**src/rtl/core/blsr_pkg.sv**
```systemverilog
// Shared widths, register indexes and controller/datapath interface types
// for the limb-stream remainder block. No dependencies.
package blsr_pkg;

	localparam int LimbW  = 32;
	localparam int ModW   = 31;
	localparam int AccW   = 64;
	localparam int DecW   = 27;
	localparam int CntW   = 5;   // 32 radix-4 steps cover the 64-bit dividend
	localparam int IdxW   = 1;

	localparam logic [DecW-1:0] DecimalBase = 27'd100000000;
	localparam logic [CntW-1:0] CntLast     = 5'd31;

	localparam logic [IdxW-1:0] REG_MODULUS       = 1'b0;
	localparam logic [IdxW-1:0] REG_DECIMAL_LIMBS = 1'b1;

	typedef struct packed {
		logic load;     // capture limb, modulus, base
		logic mul;      // form r*B
		logic add;      // add limb, seed divider
		logic div;      // one radix-4 remainder step
		logic commit;   // write back r, or emit and clear on last
		logic last;
	} blsr_cmd_t;

	typedef struct packed {
		logic div_last;
	} blsr_sts_t;

endpackage

```
**src/rtl/core/bignum_limb_stream_remainder.sv**
```systemverilog
// Streaming remainder of a big integer, limbs most significant first.
// Each accepted limb passes multiply, add, the radix-4 remainder loop and commit;
// a new limb is taken only after the previous one commits.
// Reset (arst_n low, async): running remainder 0, modulus 1, binary limbs,
// no beat pending. Depends on blsr_pkg, blsr_ctrl, blsr_dp.
module bignum_limb_stream_remainder (
	input  logic                        clk,
	input  logic                        arst_n,
	// configuration writes: the user must make them only while idle, unenforced by the block
	input  logic                        cfg_we,
	input  logic [blsr_pkg::IdxW-1:0]   cfg_idx,
	input  logic [blsr_pkg::ModW-1:0]   cfg_wdata,
	// limb input channel
	input  logic                        in_valid,
	output logic                        in_ready,
	input  logic [blsr_pkg::LimbW-1:0]  limb,
	input  logic                        final_limb,
	// remainder output channel
	output logic                        out_valid,
	input  logic                        out_ready,
	output logic [blsr_pkg::ModW-1:0]   remainder
);
	import blsr_pkg::*;

	logic [ModW-1:0] modulus_q;
	logic            decimal_limbs_q;
	blsr_cmd_t       cmd;
	blsr_sts_t       sts;

	// Config registers. A zero modulus is mapped to 1 in the datapath.
	always_ff @(posedge clk or negedge arst_n) begin
		if (!arst_n) begin
			modulus_q       <= ModW'(1);
			decimal_limbs_q <= 1'b0;
		end else if (cfg_we) begin
			unique case (cfg_idx)
				REG_MODULUS:       modulus_q       <= cfg_wdata;
				REG_DECIMAL_LIMBS: decimal_limbs_q <= cfg_wdata[0];
				default: ;
			endcase
		end
	end

	// Controller: one limb in flight; the output register lets the next limb
	// start while a finished remainder beat waits.
	blsr_ctrl u_ctrl (
		.clk        (clk),
		.arst_n     (arst_n),
		.in_valid   (in_valid),
		.in_ready   (in_ready),
		.final_limb (final_limb),
		.out_valid  (out_valid),
		.out_ready  (out_ready),
		.cmd        (cmd),
		.sts        (sts)
	);

	// Datapath: r*B (shift or 31x27 multiply), add limb, 2 bits per cycle of
	// restoring remainder over the 64-bit sum.
	blsr_dp u_dp (
		.clk           (clk),
		.arst_n        (arst_n),
		.cmd           (cmd),
		.sts           (sts),
		.limb          (limb),
		.modulus       (modulus_q),
		.decimal_limbs (decimal_limbs_q),
		.remainder     (remainder)
	);

endmodule

```
**src/rtl/core/blsr_ctrl.sv**
```systemverilog
// Sequencer for the limb-stream remainder block: input/output handshake
// and datapath commands. Depends on blsr_pkg.
module blsr_ctrl (
	input  logic              clk,
	input  logic              arst_n,
	input  logic              in_valid,
	output logic              in_ready,
	input  logic              final_limb,
	output logic              out_valid,
	input  logic              out_ready,
	output blsr_pkg::blsr_cmd_t cmd,
	input  blsr_pkg::blsr_sts_t sts
);
	import blsr_pkg::*;

	localparam logic [2:0] ST_IDLE = 3'd0;
	localparam logic [2:0] ST_MUL  = 3'd1;
	localparam logic [2:0] ST_ADD  = 3'd2;
	localparam logic [2:0] ST_DIV  = 3'd3;
	localparam logic [2:0] ST_DONE = 3'd4;

	logic [2:0] state_q, state_d;
	logic       last_q;
	logic       out_valid_q;
	logic       slot_free;
	logic       do_commit;

	assign in_ready  = (state_q == ST_IDLE);
	assign out_valid = out_valid_q;
	assign slot_free = !out_valid_q || out_ready;
	assign do_commit = (state_q == ST_DONE) && (!last_q || slot_free);

	always_comb begin
		state_d    = state_q;
		cmd        = '0;
		cmd.last   = last_q;
		unique case (state_q)
			ST_IDLE: begin
				if (in_valid) begin
					cmd.load = 1'b1;
					state_d  = ST_MUL;
				end
			end
			ST_MUL: begin
				cmd.mul = 1'b1;
				state_d = ST_ADD;
			end
			ST_ADD: begin
				cmd.add = 1'b1;
				state_d = ST_DIV;
			end
			ST_DIV: begin
				cmd.div = 1'b1;
				if (sts.div_last) state_d = ST_DONE;
			end
			ST_DONE: begin
				// last limb waits for a free output slot
				if (do_commit) begin
					cmd.commit = 1'b1;
					state_d    = ST_IDLE;
				end
			end
			default: state_d = ST_IDLE;
		endcase
	end

	always_ff @(posedge clk or negedge arst_n) begin
		if (!arst_n) begin
			state_q     <= ST_IDLE;
			last_q      <= 1'b0;
			out_valid_q <= 1'b0;
		end else begin
			state_q <= state_d;
			if (cmd.load) last_q <= final_limb;
			if (do_commit && last_q) out_valid_q <= 1'b1;
			else if (out_ready)      out_valid_q <= 1'b0;
		end
	end

endmodule

```
**src/rtl/core/blsr_dp.sv**
```systemverilog
// Datapath: r*B + limb, then a radix-4 restoring remainder loop.
// Holds the running remainder and the output beat register. Depends on blsr_pkg.
module blsr_dp (
	input  logic                        clk,
	input  logic                        arst_n,
	input  blsr_pkg::blsr_cmd_t         cmd,
	output blsr_pkg::blsr_sts_t         sts,
	input  logic [blsr_pkg::LimbW-1:0]  limb,
	input  logic [blsr_pkg::ModW-1:0]   modulus,
	input  logic                        decimal_limbs,
	output logic [blsr_pkg::ModW-1:0]   remainder
);
	import blsr_pkg::*;

	logic [LimbW-1:0] limb_q;
	logic [ModW-1:0]  mod_q;
	logic             dec_q;
	logic [ModW-1:0]  run_q;
	logic [AccW-1:0]  prod_q;
	logic [AccW-1:0]  acc_q;
	logic [ModW-1:0]  part_q;
	logic [CntW-1:0]  cnt_q;
	logic [ModW-1:0]  rem_q;
	logic [57:0]      dec_prod;
	logic [ModW-1:0]  step1, step2;

	// one restoring step: shift in a bit, subtract m if it fits
	function automatic logic [ModW-1:0] rem_step(input logic [ModW-1:0] p,
		input logic b, input logic [ModW-1:0] m);
		logic [ModW:0] t;
		t = {p, b};
		if (t >= {1'b0, m}) t = t - {1'b0, m};
		return t[ModW-1:0];
	endfunction

	assign dec_prod  = {27'd0, run_q} * {31'd0, DecimalBase};
	assign step1     = rem_step(part_q, acc_q[AccW-1], mod_q);
	assign step2     = rem_step(step1, acc_q[AccW-2], mod_q);
	assign sts.div_last = (cnt_q == CntLast);
	assign remainder = rem_q;

	always_ff @(posedge clk) begin
		if (cmd.load) begin
			limb_q <= limb;
			mod_q  <= (modulus == '0) ? ModW'(1) : modulus;
			dec_q  <= decimal_limbs;
		end
		if (cmd.mul) prod_q <= dec_q ? {6'd0, dec_prod} : {1'b0, run_q, 32'd0};
		if (cmd.add) begin
			acc_q  <= prod_q + {32'd0, limb_q};
			part_q <= '0;
			cnt_q  <= '0;
		end else if (cmd.div) begin
			acc_q  <= {acc_q[AccW-3:0], 2'b00};
			part_q <= step2;
			cnt_q  <= cnt_q + CntW'(1);
		end
		if (cmd.commit && cmd.last) rem_q <= part_q;
	end

	always_ff @(posedge clk or negedge arst_n) begin
		if (!arst_n) begin
			run_q <= '0;
		end else if (cmd.commit) begin
			run_q <= cmd.last ? '0 : part_q;
		end
	end

endmodule

```
**config.mk**
```make
export PLATFORM = sky130hd
export DESIGN_NAME = bignum_limb_stream_remainder
export DESIGN_NICKNAME = d
export VERILOG_FILES = /design/src/rtl/core/blsr_pkg.sv /design/src/rtl/core/bignum_limb_stream_remainder.sv /design/src/rtl/core/blsr_ctrl.sv /design/src/rtl/core/blsr_dp.sv
export SDC_FILE = /design/constraint.sdc
export NUM_CORES = 1
export LEC_CHECK = 0
export BUFFER_PORTS_ARGS = -buffer_cell sky130_fd_sc_hd__buf_2
export CAP_MARGIN = 30
export CELL_PAD_IN_SITES_DETAIL_PLACEMENT = 1
export CELL_PAD_IN_SITES_GLOBAL_PLACEMENT = 1
export CORE_UTILIZATION = 51
export DETAILED_ROUTE_END_ITERATION = 8
export PLACE_DENSITY_LB_ADDON = 0.1
export SLEW_MARGIN = 5
export SYNTH_ARGS = -nofsm -noshare
export SYNTH_HDL_FRONTEND = slang
export SYNTH_SLANG_ARGS = --single-unit
```
**constraint.sdc**
```tcl
create_clock -name clk -period 9.3 [get_ports clk]
set_input_delay 0.93 -clock clk [delete_from_list [all_inputs] [get_ports clk]]
set_output_delay 0.93 -clock clk [all_outputs]
set_load 0.005 [all_outputs]
```
# After elaboration in Yosys (flattened, before gate mapping)
# Index checks and enable logic that the tools add are counted.
[word_totals] ff_bits=327 output_inout_bits=33 in_bits=70 word_cells=65
[classes] n_lt_le_gt_ge=2 muxes=19 n_eq_ne=8 addsub=4 n_mul=1 n_bitwise=1 n_reduce_logical=14
[ops] op="64-bit 2-to-1 mux" n=2
[ops] op="31-bit 2-to-1 mux" n=3
[ops] op="64-bit by 32-bit adder with 64-bit output" n=1
[ops] op="32-bit by 31-bit >= comparator with 1-bit output" n=2
[ops] op="31-bit subtractor" n=2
[ops] op="58-bit 2-to-1 mux" n=1
[ops] op="31-bit by 19-bit multiplier with 50-bit output, second input constant" n=1
[ops] op="31-bit zero test" n=1
[ops] op="3-bit case mux with 5 select lines" n=1
[ops] op="1-bit 2-to-1 mux" n=9
[ops] op="3-bit 2-to-1 mux" n=3
[ops] op="3-bit by 2-bit == test with 1-bit output, second input constant" n=2
[ops] op="5-bit by 1-bit adder with 5-bit output, second input constant" n=1
[ops] op="5-bit == test, second input constant" n=1
[ops] op="2-bit != test, second input constant" n=2
[ops] op="2-bit AND reduction" n=2
[ops] op="2-bit nonzero test" n=2
[ops] op="3-bit by 1-bit == test with 1-bit output, second input constant" n=1
[ops] op="3-bit == test, second input constant" n=1
[ops] op="1-bit logical AND" n=3
[ops] op="3-bit zero test" n=1
[ops] op="3-bit AND reduction" n=1
[ops] op="1-bit zero test" n=2
[ops] op="1-bit logical OR" n=2
[ops] op="2 further kinds" n=2

# Depth between registers and ports, before layout
# Gate-level depths: netlist (run 1).
[logic_depth] ltp_word=7 ltp_mapped=25 ltp_nobuf=24

# By module
# From an unflattened synthesis (run 1), not the netlist that was laid out.
[hier_totals] cells_unflattened=2776 hier_area_um2=28770.1
[modules_own_cells] module="blsr_dp" cells_each=2678 instances=1 seq_area_each_um2=7922.6 area_each_um2=27248.6
[modules_own_cells] module="bignum_limb_stream_remainder" cells_each=69 instances=1 seq_area_each_um2=802.0 area_each_um2=1228.7
[modules_own_cells] module="blsr_ctrl" cells_each=29 instances=1 seq_area_each_um2=125.1 area_each_um2=292.8

# Worst setup path after synthesis (run 1)
# No wires, ideal clock.
[synth_timing] path_type="flip-flop to flip-flop" startpoint="reg u_dp.run_q[7]" endpoint="reg u_dp.prod_q[57] (data pin)" required_ns=9.035 path_buffers=0 arrival_time_ns=6.471 setup_ns=0.265 path_stages_with_launch=22 period_less_slack_ns=6.736 path_slack_ns=2.564 cell_sequence="dfrtp_1 > inv_1 > fa_1 > fa_1 > inv_1 > fa_1 > fa_1 > fa_1 > inv_1 > fa_1 > inv_1 > ha_1 > and4_4 > and2_4 > a221oi_2 > o21ai_2 > a211o_1 > a221oi_4 > o21ai_2 > a221o_1 > and4_4 > or3_1"
[synth_between] elab_chain_cells=2
[synth_rtl] item="start: declaration" line_no="blsr_dp.sv:18" rtl="logic [ModW-1:0] run_q;"
[synth_rtl] item="start signal: assignment" line_no="blsr_dp.sv:65" rtl="run_q <= cmd.last ? '0 : part_q;"
[synth_rtl] item="31-bit by 19-bit multiplier with 50-bit output" line_no="blsr_dp.sv:36" rtl="assign dec_prod = {27'd0, run_q} * {31'd0, DecimalBase};"
[synth_rtl] item="58-bit 2-to-1 mux" line_no="blsr_dp.sv:48" rtl="if (cmd.mul) prod_q <= dec_q ? {6'd0, dec_prod} : {1'b0, run_q, 32'd0};"
[synth_rtl] item="end signal: assignment" line_no="blsr_dp.sv:48"
[synth_rtl] item="end: declaration" line_no="blsr_dp.sv:19" rtl="logic [AccW-1:0] prod_q;"
# No other way between the ends.
# A chain may end at the register's enable or synchronous reset.

# Worst setup path after layout (run 1)
# Ends and elaborated chain as after synthesis.

==> impl_metrics.tcl, run 1 <==
set metrics [dict create \
    status "finished clean" \
    diodes 0 \
    place.gp.congestion 0.9127 \
    final_util 0.5629 \
    avgSynthCellArea_sq_um 10.39 \
    portBuffers 102 \
    grt_use_met2 0.4958 \
    clkSinkCount 318 \
    async_flop_share 0.2138 \
    die_w_um 236.7 \
    fmax_mhz 135.9 \
    ys_types 83 \
    grt_max_degree 100 \
    coreArea_sq_um 54130 \
    yosys.area.top_type "edfxtp_1" \
    nets 3408 \
    grt.met1_usage 0.3821 \
    rrSetupSlack_ns 1.94 \
    fin_ws_ns 1.941 \
    clk_pin_slew_ns 0.06 \
    path_class "flop to flop" \
    maxSlewViolCount 0 \
    antenna_found_initial 2 \
    p_leak_nw 15.05 \
    power_mw 6.983 \
    setup-tns-final_ns 0 \
    p_per_area_nw_per_um2 229.2 \
    wl_um 78450 \
    via_per_inst 5.732 \
    numCtsBuffers 34 \
    worstMarginPinSlew_ns 0.9676 \
    synth-edff-count 214 \
    ys_ff_latch 318 \
    grt.met3_usage 0.03229 \
    synth_top_area_frac 0.2288 \
    hold_class "flop to flop" \
    die_area_sq_um 56020 \
    ctsResizeCount 0 \
    ys_warn_count 0 \
    cp.required_ns 9.56 \
    grt_pass1_wl_um 124000 \
    ctsHoldBuffers 0 \
    post-route-period-util 0.7913 \
    slew_headroom 0.3382 \
    syn_to_final_growth_pct 8.462 \
    final_cell_area_sq_um 30470 \
    cts_max_level 2 \
    drt_iter0_drc 1069 \
    grt_pass1_vias 21947 \
    placed_area_sq_um 29310 \
    drc 0 \
    busiest_layer "met2" \
    arrival_ns 7.62 \
    first_pass_iters 5 \
    postCtsSetupBuffers 0 \
    ys_seq_area_frac 0.3150 \
    cts_tree "built" \
    vias 20028 \
    ys.flop_type "edfxtp_1" \
    crit_path_max_fanout 11 \
    grt_use_total 0.2871 \
    hold_viol_final 0 \
    rows 85 \
    wl_per_cell_um 22.45 \
    start_util 0.5189 \
    ir_drop_mv 0.2521 \
    hpwlAfterDp_um 63330 \
    cts_buffer_depth 3 \
    fin_skew_ns 0.01184 \
    synthTopCellsByArea "edfxtp_1 (23%), fa_1 (19%), ha_1 (13%)" \
    syn_inst 2704 \
    endpoint_kind "flop" \
    fill_cells 5943 \
    crit_path_start_kind "flop" \
    drive_gt1_frac 0.09507 \
    post-route-min-period_ns 7.359 \
    synthesis.area_sq_um 28090 \
    maxCapViolCount 0 \
    grt_setup_unrepaired "false" \
    ant_nets 0 \
    grt_remaining_overflow 0 \
    root_buffer "clkbuf_16" \
    io_pins 103 \
    die_y_um 236.7 \
    setup_viol 0 \
    postSynthNetCount 3340 \
    clk_latency_ns 0.52 \
    pre_cts_ws_ns 1.920 \
]
==> worst max-delay path, cell delays in order, from the launching register on <==
cell	delay, ns
dfrtp_1	0.64
inv_1	0.15
fa_1	0.51
fa_1	0.49
inv_1	0.06
fa_1	0.50
fa_1	0.53
fa_1	0.55
inv_1	0.05
fa_1	0.53
inv_1	0.05
ha_1	0.36
and4_4	0.23
and2_4	0.16
a221oi_2	0.25
o21ai_2	0.16
a211o_1	0.39
a221oi_4	0.45
o21ai_2	0.13
a221o_1	0.35
and4_4	0.19
or3_1	0.37
==> path summary, 6_finish.rpt <==
check,from,end,cells after the start
max reg2reg,u_dp.run_q[7],u_dp.prod_q[57],21
min reg2reg,decimal_limbs_q,u_dp.dec_q,0
max in group asynchronous,arst_n,u_dp.run_q[15],3
min in group asynchronous,arst_n,modulus_q[2],2
min,decimal_limbs_q,u_dp.dec_q,0
max,u_dp.run_q[7],u_dp.prod_q[57],21
==> synthesized netlist by cell type, types with 4 or more instances <==
| master | n |
|---|---|
| nor2b_1 | 16 |
| inv_1 | 463 |
| nor4_1 | 12 |
| o21ai_1 | 34 |
| fa_1 | 272 |
| o2111ai_1 | 8 |
| or3_1 | 10 |
| xor2_1 | 65 |
| nand2_1 | 189 |
| a21oi_1 | 121 |
| a21o_1 | 72 |
| a221o_1 | 8 |
| and2_1 | 14 |
| o21bai_1 | 20 |
| and4_1 | 4 |
| mux2_2 | 49 |
| dfxtp_1 | 36 |
| nor3_1 | 36 |
| o21ai_0 | 116 |
| and3_1 | 28 |
| mux2i_1 | 28 |
| xnor2_1 | 83 |
| dfrtp_1 | 67 |
| o21a_1 | 20 |
| ha_1 | 294 |
| a211oi_1 | 19 |
| nor2_1 | 112 |
| a21o_2 | 4 |
| o211ai_1 | 14 |
| buf_1 | 5 |
| a211o_1 | 5 |
| edfxtp_1 | 214 |
| a22o_1 | 33 |
| o31a_1 | 4 |
| nand4_1 | 18 |
| a31oi_1 | 16 |
| nand2b_1 | 10 |
| nand3_1 | 32 |
| a31o_2 | 6 |
| clkbuf_1 | 79 |
==> power by group <==
| part | internal, mW | switching [mW] |
|---|---|---|
| combinational | 1.46 | 2.00 |
| sequential | 1.87 | 0.246 |
| clock | 0.816 | 0.584 |
==> metrics by stage <==
step | hold WS (ns) | cells
detailed placement | 0.4368 | 3431
global route | 0.4532 | 3494
finish | 0.4442 | 3494
floorplan | 0.4194 | 2704
CTS | 0.4484 | 3493
global placement | 0.4279 | 3430
==> sequential cells by signal, summed over array words and instances (netlist names) <==
signal	cells
u_dp.dec_q	1
u_dp.run_q	31
u_dp.limb_q	32
u_ctrl.out_valid	1
u_dp.prod_q	55
modulus_q	31
u_dp.remainder	31
u_dp.mod_q	31
u_ctrl.last_q	1
u_dp.part_q	31
u_dp.cnt_q	5
u_ctrl.state_q	3
decimal_limbs_q	1
u_dp.acc_q	64
==> layout by cell type (no fill, tap or decap), types with 11 or more instances in the layout <==
cell and instances:
nand2_1 188, nor2b_1 15, o21ai_0 116, nor3_1 35, ha_1 294, o21a_1 20, o211ai_1 14, edfxtp_1 214
a21oi_1 121, a21o_1 72, mux2_2 49, buf_4 16, clkbuf_16 38, o21ai_1 34, nand3_1 32, a31oi_1 16
fa_1 272, mux2i_1 28, nor4_1 11, and2_1 13, dfrtp_1 67, xnor2_1 83, and3_1 28, nand4_1 18
dfxtp_1 36, nor2_1 110, o21bai_1 20, a22o_1 33, buf_2 102, xor2_1 65, a211oi_1 19, inv_1 463
==> per-layer routing <==
metal / wire length [um] / share of wire
met1: 34360 / 0.44
met2: 38920 / 0.50
met3: 2852 / 0.036
met4: 2297 / 0.029
met5: 22 / 0.00028
==> cells by family (layout without fill, tap and decap cells) <==
kind of cell | count (synthesis) | after routing | share of synthesized area
buffers and inverters | 552 | 646 | 0.07429
flip-flops | 318 | 318 | 0.3150
AND/OR/NAND/NOR | 499 | 499 | 0.08333
multiplexers | 77 | 77 | 0.02962
AO/OA/AOI/OAI | 544 | 544 | 0.1268
adder cells (fa/ha/maj) | 566 | 566 | 0.3248
XOR/XNOR | 148 | 148 | 0.04614
==> layout make-up <==
| type | instances | area (sq um) | area share |
|---|---|---|---|
| Tap cell | 696 | 870.8 | 0.02858 |
| Timing Repair Buffer | 120 | 670.6 | 0.02201 |
| Clock inverter | 17 | 146.4 | 0.004805 |
| Multi-Input combinational cell | 1834 | 17190 | 0.5643 |
| Clock buffer | 45 | 997.2 | 0.03273 |
| Sequential cell | 318 | 8850 | 0.2904 |
| Inverter | 464 | 1742 | 0.05716 |
Power figures use the tool's default switching activity.
==> run 2, diff against run 1 <==
--- a/config.mk
+++ b/config.mk
@@ -5,11 +5,12 @@
 export SDC_FILE = /design/constraint.sdc
 export NUM_CORES = 1
 export LEC_CHECK = 0
+export ABC_AREA = 1
 export BUFFER_PORTS_ARGS = -buffer_cell sky130_fd_sc_hd__buf_2
 export CAP_MARGIN = 30
 export CELL_PAD_IN_SITES_DETAIL_PLACEMENT = 1
 export CELL_PAD_IN_SITES_GLOBAL_PLACEMENT = 1
-export CORE_UTILIZATION = 51
+export CORE_UTILIZATION = 49
 export DETAILED_ROUTE_END_ITERATION = 8
 export PLACE_DENSITY_LB_ADDON = 0.1
 export SLEW_MARGIN = 5
==> constraint.sdc (replaced) <==
create_clock -name clk -period 7.19 [get_ports clk]
set_input_delay 0.719 -clock clk [delete_from_list [all_inputs] [get_ports clk]]
set_output_delay 0.719 -clock clk [all_outputs]
set_load 0.005 [all_outputs]
==> impl_metrics.tcl, run 2 <==
set metrics [dict create \
    status "finished clean" \
    ys_types 49 \
    rrSetupSlack_ns 0.37 \
    critPathMaxStageDelay_ns 0.62 \
    place.gp.congestion 1.010 \
    regMostFlops "u_dp.acc_q" \
    crit_top_cell "fa_1" \
    rows 92 \
    grt_use_total 0.3409 \
    arrival_ns 7.13 \
    largest_register_ffs 64 \
    rr_worst_depth 20 \
    cts_tree "built" \
    ys_seq_area_frac 0.2833 \
    path_class "flop to flop" \
    ys_warn_count 0 \
    nets 4569 \
    die_area_sq_um 64760 \
    root_buffer "clkbuf_16" \
    crit_path_start_kind "flop" \
    crit_path_max_fanout 6 \
    clkSinkCount 318 \
    async_flop_share 0.2138 \
    setup_viol 0 \
    synth_top_area_frac 0.2057 \
    final_cell_mix "nand2_1 (841), inv_1 (823), ha_1 (294)" \
    first_pass_iters 6 \
    yosys.area.top_type "edfxtp_1" \
    layout_commonest_cell "nand2_1" \
    crit_slowest_cell "a21boi_0" \
    start_util 0.4952 \
    synth_common_cells "nand2_1 (842), inv_1 (824), ha_1 (294)" \
    hold_viol_final 0 \
    grt_pass1_vias 27869 \
    worstMarginPinSlew_ns 0.9693 \
    coreArea_sq_um 63080 \
    grt_remaining_overflow 0 \
    syn_to_final_growth_pct 8.644 \
    slew_headroom 0.3522 \
    diodes 0 \
    grt_max_degree 80 \
    drc 0 \
    grt_setup_unrepaired "false" \
    ys.flop_type "edfxtp_1" \
    wl_per_cell_um 22.57 \
    endpoint_kind "flop" \
    ctsResizeCount 0 \
    hpwlAfterDp_um 91280 \
    die_y_um 254.5 \
    reg.largest.list "u_dp.acc_q: 64 flops, u_dp.prod_q: 55 flops, u_dp.limb_q: 32 flops" \
    io_pins 103 \
    ant_nets 0 \
    post-route-period-util 0.9480 \
    drive_gt1_frac 0.06233 \
    clk_pin_slew_ns 0.07 \
    numCtsBuffers 40 \
    fin_skew_ns 0.04061 \
    regToRegEndpoint "u_dp.prod_q[54]" \
    drt_iter0_drc 1848 \
    avgSynthCellArea_sq_um 8.113 \
    grt_pass1_wl_um 164700 \
    reg2reg_from "u_dp.run_q[16]" \
    synthesis.area_sq_um 31230 \
    ys_ff_latch 318 \
    clk_latency_ns 0.60 \
    antenna_found_initial 1 \
    post-route-min-period_ns 6.816 \
    postSynthNetCount 4486 \
    synthTopCellsByArea "edfxtp_1 (21%), fa_1 (17%), ha_1 (12%)" \
    placedCellCount 4735 \
    portBuffers 102 \
    cts_buffer_depth 3 \
    wl_um 108600 \
    endpoint "u_dp.prod_q[54]" \
    maxCapViolCount 0 \
    via_per_inst 5.456 \
    hold_class "input pin to async pin" \
    fmax_mhz 146.7 \
    setup-tns-final_ns 0 \
    cp.required_ns 7.50 \
    synth.most_common_cell "nand2_1" \
    postCtsSetupBuffers 0 \
    ctsHoldBuffers 0 \
    vias 26239 \
    multiInputGateArea_sq_um 18900 \
    die_w_um 254.5 \
    synth-edff-count 214 \
    syn_inst 3850 \
    path_cells "inv_1 -> fa_1 -> fa_1 -> inv_1 -> fa_1 -> fa_1 -> fa_1 -> inv_1 -> fa_1 -> inv_1 -> ha_1 -> nand2_1 -> nor2_1 -> nor2_1 -> a21boi_0 -> o21ai_0 -> nand2_1 -> nand4_1 -> nand3_1 -> o21ai_0" \
    maxSlewViolCount 0 \
    layout.cells.non_filler 4809 \
    seqCellArea_sq_um 8850 \
    fill_cells 7741 \
    crit_start "u_dp.run_q[16]" \
    cts_max_level 2 \
]
## run 2: worst min path at each step
stage | startpoint | end | slack (ns) | cells after the start
5_1_grt | arst_n | modulus_q[2] | 0.08 | 1
2_1_floorplan | arst_n | decimal_limbs_q | 0.42 | 0
4_1_cts | arst_n | modulus_q[2] | 0.05 | 1
3_5_place_dp | decimal_limbs_q | u_dp.dec_q | 0.44 | 0
3_3_place_gp | decimal_limbs_q | u_dp.dec_q | 0.45 | 0
6_report | arst_n | modulus_q[2] | 0.06 | 1
## run 2: layer usage
metal	part of all wire	routed length [um]	vias up	GRT usage
met4	0.030	3244	2	0.1009
met1	0.45	48480	13050	0.4594
met3	0.065	7005	166	0.06859
met2	0.46	49800	648	0.5527
met5	0.00018	19	-	0
li1	-	-	12373	-
## run 2: kinds of logic (layout without fill, tap and decap cells)
group                      Yosys count  count (layout)  share of synthesized area
and+or+nand+nor                   1495            1495                     0.1993
buffers and inverters              911            1024                     0.1124
adders and majority gates          566             566                     0.2921
AOI/OAI and AO/OA                  449             449                    0.07935
DFF                                318             318                     0.2833
xor gates and xnor gates            81              81                    0.02271
muxes                               30              30                    0.01082
## run 2: stage by stage
step	util	instance area [sq um]	hold WS (ns)	setup slack (ns)
after CTS	0.5372	33890	0.04899	0.3597
after global placement	0.5163	32570	0.4466	0.4959
after detailed placement	0.5166	32590	0.4418	0.4306
after floorplan	-	31240	0.4234	1.759
after global routing	0.5380	33940	0.08078	0.1228
final	0.5380	33940	0.05856	0.3742
## run 2: worst max-delay path: cells and delay by family (launching register included)
kind / cells / cell delay (ns)
adder cells (fa/ha/maj): 7 / 3.54
AO/OA/AOI/OAI: 3 / 1.06
AND/OR/NAND/NOR: 6 / 0.93
flip-flops: 1 / 0.58
buffers and inverters: 4 / 0.43
## run 2: final cells by class
type,count,area share
Clock inverter,20,0.006821
Multi-Input combinational cell,2621,0.5570
Tap cell,846,0.03119
Inverter,829,0.09170
Sequential cell,318,0.2608
Timing Repair Buffer,123,0.02109
Clock buffer,52,0.03141
Power of run 2 is not shown: default switching activity piles up to over one toggle a cycle in this logic, so the estimate is an artifact.
==> run 3, diff against run 2 <==
--- a/config.mk
+++ b/config.mk
@@ -10,7 +10,8 @@
 export CAP_MARGIN = 30
 export CELL_PAD_IN_SITES_DETAIL_PLACEMENT = 1
 export CELL_PAD_IN_SITES_GLOBAL_PLACEMENT = 1
-export CORE_UTILIZATION = 49
+export CORE_UTILIZATION = 50
+export CTS_BUF_LIST = sky130_fd_sc_hd__clkbuf_4 sky130_fd_sc_hd__clkbuf_8
 export DETAILED_ROUTE_END_ITERATION = 8
 export PLACE_DENSITY_LB_ADDON = 0.1
 export SLEW_MARGIN = 5
==> impl_metrics.tcl, run 3 (same netlist as run 2, synthesis figures left out) <==
set metrics [dict create \
    grt_use_total 0.3540 \
    rrSetupSlack_ns 0.14 \
    grt_setup_unrepaired "false" \
    portBuffers 102 \
    reg2reg_from "u_dp.run_q[24]" \
    min_from "limb[22]" \
    maxCapViolCount 0 \
    die_w_um 251.9 \
    syn_to_final_growth_pct 8.725 \
    clk_pin_slew_ns 0.06 \
    place.gp.congestion 0.9711 \
    ctsHoldBuffers 1 \
    setup-tns-final_ns 0 \
    crit_path_start_kind "flop" \
    die_y_um 251.9 \
    antenna_found_initial 1 \
    setup_viol 0 \
    post-route-min-period_ns 7.052 \
    via_per_inst 5.478 \
    cts_tree "built" \
    rows 91 \
    grt_max_degree 80 \
    grt_pass1_vias 28199 \
    nets 4583 \
    fin_skew_ns 0.03529 \
    coreArea_sq_um 61710 \
    layout_commonest_cell "nand2_1" \
    crit_path_max_fanout 8 \
    hold_class "input pin to flop" \
    slew_headroom 0.2872 \
    postCtsSetupBuffers 0 \
    drc 0 \
    start_util 0.5061 \
    hpwlAfterDp_um 92200 \
    reg.largest.list "u_dp.acc_q: 64 flops, u_dp.prod_q: 55 flops, u_dp.limb_q: 32 flops" \
    cts_buffer_depth 3 \
    io_pins 103 \
    numCtsBuffers 58 \
    post-route-period-util 0.9809 \
    grt_pass1_wl_um 169100 \
    drt_iter0_drc 1962 \
    hold_viol_final 0 \
    path_class "flop to flop" \
    wl_um 110600 \
    endpoint_kind "flop" \
    status "finished clean" \
    die_area_sq_um 63470 \
    arrival_ns 7.45 \
    cts_max_level 2 \
    final_util 0.5503 \
    final_cell_mix "nand2_1 (841), inv_1 (823), ha_1 (294)" \
    worstMarginPinSlew_ns 1.059 \
    vias 26494 \
    maxSlewViolCount 0 \
    regMostFlops "u_dp.acc_q" \
    ant_nets 0 \
    first_pass_iters 5 \
    grt_remaining_overflow 0 \
    largest_register_ffs 64 \
    drive_gt1_frac 0.07159 \
    fmax_mhz 141.8 \
    crit_start "u_dp.run_q[24]" \
    ctsResizeCount 0 \
    root_buffer "clkbuf_8" \
    clkSinkCount 318 \
    clk_latency_ns 0.70 \
    wl_per_cell_um 22.87 \
    cp.required_ns 7.59 \
]
## run 3: worst max-delay path, stage by stage (launching register included)
cell	delay (ns)
dfrtp_1	0.72
inv_1	0.38
fa_1	0.59
inv_1	0.06
fa_1	0.48
fa_1	0.53
fa_1	0.53
fa_1	0.56
inv_1	0.06
fa_1	0.52
inv_1	0.04
ha_1	0.37
inv_1	0.10
o21ai_0	0.16
a21boi_0	0.38
o21ai_0	0.25
a21oi_1	0.19
nand3_1	0.18
or2_2	0.32
nand3_1	0.17
o21ai_0	0.16
## run 3: layout make-up
| type | count | area (sq um) |
|---|---|---|
| Fill cell | 7609 | 27750 |
| Multi-Input combinational cell | 2621 | 18900 |
| Sequential cell | 318 | 8850 |
| Inverter | 829 | 3112 |
| Clock buffer | 87 | 1079 |
| Tap cell | 837 | 1047 |
| Timing Repair Buffer | 119 | 655.6 |
| Clock inverter | 21 | 305.3 |
| Antenna cell | 4 | 10.01 |
## run 3: final timing paths
| check | end | depth (start not counted) |
|---|---|---|
| max in group asynchronous | u_dp.run_q[15] | 3 |
| hold reg to reg | u_dp.dec_q | 0 |
| setup / recovery | u_dp.prod_q[48] | 20 |
| hold / removal | u_dp.limb_q[22] | 1 |
| min in group asynchronous | modulus_q[9] | 2 |
| setup reg to reg | u_dp.prod_q[48] | 20 |
## run 3: per-stage QoR
| step | setup slack, ns | instance area [sq um] | instances | hold slack, ns |
|---|---|---|---|---|
| 6_report | 0.1376 | 33960 | 4836 | 0.2136 |
| 3_5_place_dp | 0.3539 | 32560 | 4723 | 0.4592 |
| 5_1_grt | 0.08518 | 33950 | 4833 | 0.1680 |
| 2_1_floorplan | 1.759 | 31240 | 3850 | 0.4234 |
| 3_3_place_gp | 0.3795 | 32540 | 4722 | 0.4415 |
| 4_1_cts | 0.2966 | 33950 | 4832 | 0.1711 |
## run 3: layer usage
metal  part of all wire  global-route usage  vias up  wire length [um]
met5                  0                   0        -                 0
met4              0.033              0.1124        0              3625
met3              0.061             0.05788      193              6754
met2               0.46              0.5765      759             51290
met1               0.44              0.4817    13125             48940
li1                   -                   -    12417                 -
Power of run 3 is left out for the same reason.
